$ cat src/hw/rtl/ddarc_pkg.sv
`default_nettype none
// ----------------------------------------------------------------------------
// ddarc_pkg
// Shared types, widths and tables for the grid raycaster.
// ----------------------------------------------------------------------------
package ddarc_pkg;

  // map geometry
  localparam int MAP_DIM   = 32;
  localparam int MAP_CELLS = MAP_DIM * MAP_DIM;
  localparam int CELL_W    = $clog2(MAP_DIM);
  localparam int ADDR_W    = $clog2(MAP_CELLS);
  localparam int CODE_W    = 3;

  // stream and config port widths
  localparam int IN_TDATA_W  = 24;
  localparam int OUT_TDATA_W = 104;
  localparam int CFG_IDX_W   = 3;
  localparam int CFG_DATA_W  = 16;

  // datapath widths
  localparam int DIV_W  = 32;
  localparam int OFFQ_W = 25;
  localparam int OFF_W  = 27;
  localparam int PROD_W = 43;
  localparam int RAY_W  = 30;
  localparam int POS_W  = 10;
  localparam int SD_W   = 44;
  localparam int ONE_Q14 = 16384;

  localparam logic FUNC_WRITE = 1'b0;
  localparam logic FUNC_CAST  = 1'b1;

  typedef enum logic [CFG_IDX_W-1:0] {
    CFG_PLAYER_X       = 3'd0,
    CFG_PLAYER_Y       = 3'd1,
    CFG_VIEW_DIR_X     = 3'd2,
    CFG_VIEW_DIR_Y     = 3'd3,
    CFG_CAMERA_PLANE_X = 3'd4,
    CFG_CAMERA_PLANE_Y = 3'd5,
    CFG_SCREEN_COLUMNS = 3'd6,
    CFG_SCREEN_ROWS    = 3'd7
  } cfg_idx_t;

  typedef enum logic [4:0] {
    S_CLEAR, S_IDLE, S_OFF_GO, S_OFF_WAIT, S_MUL_X, S_RAY_X, S_MUL_Y, S_RAY_Y,
    S_DX_GO, S_DX_WAIT, S_DY_GO, S_DY_WAIT, S_SIDE_X, S_SIDE_Y, S_WALK,
    S_STEP, S_READ, S_DIST, S_H_GO, S_H_WAIT, S_FIN, S_ESC
  } state_t;

  typedef enum logic [4:0] {
    OP_NOP, OP_CLEAR, OP_LOAD, OP_DIV_OFF, OP_LATCH_OFF, OP_MUL_X, OP_RAY_X,
    OP_MUL_Y, OP_RAY_Y, OP_DIV_DX, OP_LATCH_DX, OP_DIV_DY, OP_LATCH_DY,
    OP_SIDE_X, OP_SIDE_Y, OP_STEP, OP_CHECK, OP_DIST, OP_DIV_H, OP_FINISH,
    OP_ESCAPE
  } op_t;

  typedef struct packed {
    op_t op;
  } cmd_t;

  typedef struct packed {
    logic div_done;
    logic clr_last;
    logic start_out;
    logic step_out;
    logic hit;
    logic out_free;
  } sts_t;

  function automatic logic [ADDR_W-1:0] cell_addr(input logic [CELL_W-1:0] x,
                                                  input logic [CELL_W-1:0] y);
    return ADDR_W'(int'(x) * MAP_DIM + int'(y));
  endfunction

  // y-side hits use the darker shade
  function automatic logic [31:0] color_of(input logic [CODE_W-1:0] code,
                                           input logic side);
    logic [31:0] c;
    if (side) begin
      case (code)
        3'd1:    c = 32'hFFAA0000;
        3'd2:    c = 32'hFF00AA00;
        3'd3:    c = 32'hFF0000AA;
        3'd4:    c = 32'hFFAAAAAA;
        default: c = 32'hFFAAAA00;
      endcase
    end else begin
      case (code)
        3'd1:    c = 32'hFFFF0000;
        3'd2:    c = 32'hFF00FF00;
        3'd3:    c = 32'hFF0000FF;
        3'd4:    c = 32'hFFFFFFFF;
        default: c = 32'hFFFFFF00;
      endcase
    end
    return c;
  endfunction

endpackage
`default_nettype wire

$ cat src/hw/rtl/ddarc_ctrl.sv
`default_nettype none
// ----------------------------------------------------------------------------
// ddarc_ctrl
// Sequencer for map clear, cell writes and the per-column ray cast.
// ----------------------------------------------------------------------------
module ddarc_ctrl (
  input  wire logic            clk,
  input  wire logic            rst,
  input  wire logic            s_tvalid,
  input  wire logic            s_tuser,
  output logic                 s_tready,
  input  wire ddarc_pkg::sts_t sts,
  output ddarc_pkg::cmd_t      cmd
);
  import ddarc_pkg::*;

  state_t state, state_next;

  always_ff @(posedge clk) begin
    if (rst) begin
      state <= S_CLEAR;
    end else begin
      state <= state_next;
    end
  end

  always_comb begin
    state_next = state;
    case (state)
      S_CLEAR:    if (sts.clr_last) state_next = S_IDLE;
      S_IDLE:     if (s_tvalid && s_tuser == FUNC_CAST) state_next = S_OFF_GO;
      S_OFF_GO:   state_next = S_OFF_WAIT;
      S_OFF_WAIT: if (sts.div_done) state_next = S_MUL_X;
      S_MUL_X:    state_next = S_RAY_X;
      S_RAY_X:    state_next = S_MUL_Y;
      S_MUL_Y:    state_next = S_RAY_Y;
      S_RAY_Y:    state_next = S_DX_GO;
      S_DX_GO:    state_next = S_DX_WAIT;
      S_DX_WAIT:  if (sts.div_done) state_next = S_DY_GO;
      S_DY_GO:    state_next = S_DY_WAIT;
      S_DY_WAIT:  if (sts.div_done) state_next = S_SIDE_X;
      S_SIDE_X:   state_next = S_SIDE_Y;
      S_SIDE_Y:   state_next = S_WALK;
      S_WALK:     state_next = sts.start_out ? S_ESC : S_STEP;
      S_STEP:     state_next = sts.step_out ? S_ESC : S_READ;
      S_READ:     state_next = sts.hit ? S_DIST : S_STEP;
      S_DIST:     state_next = S_H_GO;
      S_H_GO:     state_next = S_H_WAIT;
      S_H_WAIT:   if (sts.div_done) state_next = S_FIN;
      S_FIN:      if (sts.out_free) state_next = S_IDLE;
      S_ESC:      if (sts.out_free) state_next = S_IDLE;
      default:    state_next = S_IDLE;
    endcase
  end

  always_comb begin
    cmd.op   = OP_NOP;
    s_tready = 1'b0;
    case (state)
      S_CLEAR:    cmd.op = OP_CLEAR;
      S_IDLE: begin
        s_tready = 1'b1;
        if (s_tvalid) cmd.op = OP_LOAD;
      end
      S_OFF_GO:   cmd.op = OP_DIV_OFF;
      S_OFF_WAIT: if (sts.div_done) cmd.op = OP_LATCH_OFF;
      S_MUL_X:    cmd.op = OP_MUL_X;
      S_RAY_X:    cmd.op = OP_RAY_X;
      S_MUL_Y:    cmd.op = OP_MUL_Y;
      S_RAY_Y:    cmd.op = OP_RAY_Y;
      S_DX_GO:    cmd.op = OP_DIV_DX;
      S_DX_WAIT:  if (sts.div_done) cmd.op = OP_LATCH_DX;
      S_DY_GO:    cmd.op = OP_DIV_DY;
      S_DY_WAIT:  if (sts.div_done) cmd.op = OP_LATCH_DY;
      S_SIDE_X:   cmd.op = OP_SIDE_X;
      S_SIDE_Y:   cmd.op = OP_SIDE_Y;
      S_STEP:     cmd.op = OP_STEP;
      S_READ:     cmd.op = OP_CHECK;
      S_DIST:     cmd.op = OP_DIST;
      S_H_GO:     cmd.op = OP_DIV_H;
      S_FIN:      if (sts.out_free) cmd.op = OP_FINISH;
      S_ESC:      if (sts.out_free) cmd.op = OP_ESCAPE;
      default:    cmd.op = OP_NOP;
    endcase
  end

endmodule
`default_nettype wire

$ cat config.mk
export PLATFORM = sky130hd
export DESIGN_NAME = ddarc_ctrl
export DESIGN_NICKNAME = d
export VERILOG_FILES = /design/src/hw/rtl/ddarc_pkg.sv /design/src/hw/rtl/ddarc_ctrl.sv
export SDC_FILE = /design/constraint.sdc
export NUM_CORES = 1
export LEC_CHECK = 0
export ABC_AREA = 1
export BUFFER_PORTS_ARGS = -buffer_cell sky130_fd_sc_hd__clkbuf_2
export CELL_PAD_IN_SITES_DETAIL_PLACEMENT = 0
export CELL_PAD_IN_SITES_GLOBAL_PLACEMENT = 1
export CORE_MARGIN = 2
export CORE_UTILIZATION = 36
export DETAILED_ROUTE_END_ITERATION = 16
export PLACE_DENSITY_LB_ADDON = 0.1
export REMOVE_ABC_BUFFERS = 1
export SLEW_MARGIN = 30
export SYNTH_ARGS = -nofsm -noshare
export SYNTH_HDL_FRONTEND = slang
export SYNTH_SLANG_ARGS = --single-unit
$ cat constraint.sdc
create_clock -name clk -period 2.3 [get_ports clk]
set_input_delay 0.46 -clock clk [delete_from_list [all_inputs] [get_ports clk]]
set_output_delay 0.46 -clock clk [all_outputs]
set_load 0.02 [all_outputs]
==> results of run 1 <==
## Yosys cell counts (5+ instances only)
cell / n
nand2_1: 28
nand3_1: 23
nor2_1: 22
inv_1: 12
nand4_1: 7
a21oi_1: 6
dfxtp_1: 5
o21ai_0: 5
## placed cells by master (no fill, tap or decap)
| cell | count |
|---|---|
| clkbuf_1 | 1 |
| nand2_1 | 28 |
| nor2_1 | 22 |
| nand4_1 | 7 |
| o21bai_1 | 1 |
| dfxtp_2 | 2 |
| nor2_2 | 3 |
| nand3_1 | 23 |
| clkbuf_4 | 3 |
| nor2_4 | 3 |
| inv_1 | 12 |
| inv_2 | 3 |
| clkbuf_2 | 15 |
| dfxtp_1 | 3 |
| a21oi_1 | 6 |
| nor3_1 | 3 |
| buf_4 | 1 |
| o211ai_1 | 1 |
| o21ai_0 | 5 |
| nand2_2 | 2 |
## stage by stage
stage / total power [mW] / hold slack, ns / cells
global placement: 0.8903 / 0.6733 / 165
finish: 0.9843 / 0.4250 / 169
floorplan: 0.6911 / 0.5291 / 124
detailed placement: 0.8797 / 0.6775 / 165
global route: 1.094 / 0.4181 / 169
CTS: 0.9830 / 0.4260 / 169
## worst paths after layout
| check | from | slack (ns) | to | cells after the start |
|---|---|---|---|---|
| max | state[3] | 0.17 | cmd[3] | 6 |
| max reg2reg | state[3] | 0.77 | state[4] | 9 |
| min reg2reg | state[1] | 0.59 | state[1] | 2 |
| min | rst | 0.43 | state[1] | 2 |
## area by class of cell
cell class / instances / area share
timing repair buffer: 16 / 0.1038
multi-input combinational: 104 / 0.6242
inverter: 15 / 0.07075
clock buffer: 4 / 0.03302
tap: 25 / 0.03931
sequential: 5 / 0.1289
## worst max-delay path: stages (launching register included)
cell	delay, ns
dfxtp_1	0.51
inv_2	0.08
nor2_1	0.26
nand4_1	0.19
nand4_1	0.12
o21bai_1	0.10
clkbuf_2	0.18
## cell families after synthesis
group / after synthesis / synth area share
simple gates: 91 / 0.6245
buf+inv: 20 / 0.1264
compound gates: 13 / 0.1026
flops: 5 / 0.1465
## power breakdown
group / total, mW / switching [mW] / internal, mW
Combinational: 0.695 / 0.467 / 0.227
Clock: 0.0981 / 0.0327 / 0.0654
Sequential: 0.191 / 0.0696 / 0.122
## layer usage
layer  wire [um]  vias to the layer above  share of wire
met2         933                       38           0.49
met4          43                        0          0.022
met3         107                        6          0.056
li1            -                      456              -
met1         829                      387           0.43
met5           0                        -              0
==> results.json, run 1 <==
{
  "chipHeight_um": 47.56,
  "period_minus_slack_ns": 2.127,
  "top_register": "state",
  "holdBufCountCts": 0,
  "synth_edf_count": 0,
  "max_slew.worst_pin.slew_ns": 0.3732,
  "drcViolationCount": 0,
  "tns_ns": 0,
  "fin_ws_ns": 0.1726,
  "row_count": 15,
  "grt_pass1_wl_um": 3153,
  "grt_overflow": 0,
  "clkLatencyLatePin_ns": 0.24,
  "area_growth_pct": 16.48,
  "dpl.hpwl_um": 1560,
  "vdd_ir_drop_max_mv": 0.5242,
  "wl_per_cell_um": 11.32,
  "fin_nets": 155,
  "largest_reg_flops": 5,
  "top_regs": "state x5",
  "utilization": 0.4511,
  "globalRouteMet3Util": 0.02642,
  "cts_setup_buffers": 0,
  "first_pass_iters": 4,
  "synth_warnings": 0,
  "synth_cells": 129,
  "first_iter_violations": 24,
  "regArea_um2": 102.6,
  "fmax_mhz": 470.1,
  "cts_made_buffers": 3,
  "critPathKind": "flip-flop to output port",
  "cp.required_ns": 1.84,
  "cts_resized": 0,
  "hold_viol_final": 0,
  "fillers": 218,
  "final_antenna_net_count": 0,
  "synth_async_sr_flop_share": 0,
  "cp_max_fo": 8,
  "skew_ns": 0.0003596,
  "rsz0062_at_grt": "false",
  "start_util": 0.3872,
  "placed_cell_area_um2": 767.0,
  "ios": 16,
  "fin_crit_sh": 0.9249,
  "gp_congestion": 0.8849,
  "synth_area_leaders": "nand3_1, nand2_1, dfxtp_1",
  "gr-usage-met1": 0.2534,
  "clockBufferDepth": 2,
  "synth-seq-cells": 5,
  "port_buffers": 15,
  "n_antenna_cell": 0,
  "yosysTopAreaCellShare": 0.1685,
  "powerDensity_nw_per_um2": 1237,
  "antenna_found_initial": 0,
  "grt_pass1_vias": 753,
  "arrival_ns": 1.67,
  "cts_max_level": 1,
  "status": "complete, no violations",
  "slew_headroom": 0.7509,
  "viasPerCell": 5.249,
  "die_w_um": 47.56,
  "grt_usage": 0.1960,
  "drt_wl_total_um": 1913,
  "cts_tree": "built",
  "synthFlopType": "dfxtp_1",
  "grt_max_degree": 14,
  "core_um2": 1764,
  "vias": 887,
  "synth.largest_area_cell": "nand3_1",
  "min_path_type": "input port to flip-flop",
  "stdcell_area_um2": 795.8,
  "pre_cts_slack_ns": 0.3411,
  "busiest_layer": "met2",
  "avgSynthCellArea_um2": 5.296,
  "setup_viol": 0,
  "startpoint_type": "flip-flop",
  "drv_cap": 0,
  "leakagePower_nw": 0.4288,
  "end_kind": "output port",
  "dieArea_um2": 2262,
  "clkSinkCount": 5,
  "clockRootBuffer": "clkbuf_4",
  "multi_input_area_um2": 496.7,
  "netlist_area_um2": 683.2,
  "slew_violations": 0,
  "drive_gt1_frac": 0.2222,
  "synth_cell_types": 17,
  "met2_usage": 0.3189,
  "clkTransAtPathRegs_ns": 0.04,
  "ys_seq_area_frac": 0.1465
}
Power figures use the tool's default switching activity.
==> run 2: changes to the inputs <==
==> constraint.sdc (replaced) <==
create_clock -name clk -period 2.3 [get_ports clk]
set_input_delay 0.46 -clock clk [delete_from_list [all_inputs] [get_ports clk]]
set_output_delay 0.46 -clock clk [all_outputs]
set_load 0.05 [all_outputs]
==> run 2 against run 1 <==
Sequential cell count unchanged. Register-to-register slack improved by 0.05 ns. Via count up 1.2%. Clock power rose by 0.9%. Critical path depth rose by 1. Fmax is 1.2% lower. Worst setup slack worse by 0.026 ns. Sequential share of layout area grew 0.096 points. Hold slack worse by 0.014 ns. Critical endpoint is now cmd[1].
==> results.json, run 2 (synthesis results as in run 1) <==
{
  "cts_max_level": 1,
  "grt_usage": 0.1894,
  "slew_headroom": 0.7488,
  "fin_ws_ns": 0.1464,
  "wl_met3_um": 131,
  "n_antenna_cell": 0,
  "grt_pass1_vias": 716,
  "top_register": "state",
  "drcViolationCount": 0,
  "die_w_um": 47.56,
  "vdd_ir_drop_max_mv": 0.6386,
  "clkSinkCount": 5,
  "antenna_found_initial": 0,
  "area_growth_pct": 17.03,
  "row_count": 15,
  "cts_setup_buffers": 0,
  "routedLengthMet1_um": 847,
  "drive_gt1_frac": 0.2292,
  "setup_viol": 0,
  "holdBufCountCts": 0,
  "skew_ns": 0.001419,
  "hold_path_depth": 2,
  "cts_made_buffers": 3,
  "grt_overflow": 0,
  "hold_slack_ns": 0.4110,
  "rsz0062_at_grt": "false",
  "first_iter_violations": 52,
  "min_from": "rst",
  "wl_met2_um": 904,
  "reg2reg_slack_ns": 0.82,
  "tns_ns": 0,
  "pre_cts_slack_ns": 0.2530,
  "place_inst": 165,
  "hold_viol_final": 0,
  "start_util": 0.3872,
  "grt_pass1_wl_um": 2994,
  "top_layer": "met4",
  "arrival_ns": 1.69,
  "dieArea_um2": 2262,
  "ios": 16,
  "drv_cap": 0,
  "largest_reg_flops": 5,
  "placed_cell_area_um2": 767.0,
  "gp_congestion": 0.8844,
  "dpl.hpwl_um": 1539,
  "fin_cells": 169,
  "cp.required_ns": 1.84,
  "clkLatencyLatePin_ns": 0.24,
  "clockRootBuffer": "clkbuf_4",
  "powerDensity_nw_per_um2": 1400,
  "layout_commonest_cell": "nand2_1",
  "first_pass_iters": 4,
  "clockBufferDepth": 2,
  "drt_wl_total_um": 1935,
  "vias": 898,
  "r2r_start": "state[2]",
  "fin_crit_sh": 0.9364,
  "max_slew.worst_pin.slew_ns": 0.3763,
  "startpoint_type": "flip-flop",
  "grt_max_degree": 14,
  "core_um2": 1764,
  "chipHeight_um": 47.56,
  "min_to": "state[1]",
  "stdcell_area_um2": 799.5,
  "critPathKind": "flip-flop to output port",
  "final_antenna_net_count": 0,
  "fmax_mhz": 464.3,
  "top_regs": "state x5",
  "reg2reg_to": "state[1]",
  "min_path_type": "input port to flip-flop",
  "most-common-layout-cells": "nand2_1, nand3_1, nor2_1, clkbuf_2, inv_1",
  "viasPerCell": 5.314,
  "end_kind": "output port",
  "worstRegToRegCells": 8,
  "wl_per_cell_um": 11.45,
  "status": "complete, no violations",
  "cp_max_fo": 7,
  "leakagePower_nw": 0.4296,
  "port_buffers": 15,
  "slew_violations": 0,
  "period_minus_slack_ns": 2.154,
  "cts_tree": "built",
  "clkTransAtPathRegs_ns": 0.04,
  "fin_nets": 155
}
run 2: changes by cell type in the layout (fill, tap and decap cells not counted):
cell	before	now
clkbuf_2	15	14
dfxtp_2	2	3
dfxtp_1	3	2
clkbuf_4	3	4
run 2: how the worst max path moves through the flow:
stage | start | to | slack, ns | cells past startpoint
after floorplan | state[1] | cmd[3] | 0.17 | 4
after CTS | state[2] | cmd[1] | 0.01 | 7
after global placement | state[1] | cmd[1] | 0.22 | 6
after global routing | state[2] | cmd[1] | 0.03 | 7
final | state[2] | cmd[1] | 0.15 | 7
after detailed placement | state[1] | cmd[1] | 0.25 | 6
run 2: critical path, cell delays in order (launching register included):
cell and delay [ns]:
dfxtp_2 0.40, inv_1 0.11, nor2_2 0.21, nand3_1 0.19
nor2_1 0.17, nor3_1 0.08, nand3_1 0.07, clkbuf_4 0.23
run 2: power by group:
group	total [mW]	leakage, nW	switching [mW]	internal (mW)
Combinational	0.830	0.372	0.596	0.234
Clock	0.0990	0.0150	0.0336	0.0654
Sequential	0.190	0.0424	0.0674	0.123
run 2: timing repair:
item,CTS,global route
gates resized for setup,1,4
hold endpoints to repair,0,0
endpoints found under the setup margin,1,2
run 2: metrics by stage:
step	power (mW)	util
global placement	1.016	0.4348
finish	1.119	0.4532
global route	1.225	0.4532
detailed placement	0.9975	0.4348
floorplan	0.8132	-
CTS	1.107	0.4504
run 2: layer usage:
metal | up-vias | GRT usage
met5 | - | 0
met1 | 386 | 0.2500
met2 | 45 | 0.3000
li1 | 460 | -
met4 | 0 | 0.1081
met3 | 7 | 0.01887
run 2: area by class of cell:
cell class | instances | area (um2)
clock buffer | 4 | 26.28
fill | 215 | 964.7
inverter | 15 | 56.30
multi-input combinational | 104 | 496.7
sequential | 5 | 103.9
tap | 25 | 31.28
timing repair buffer | 16 | 85.08
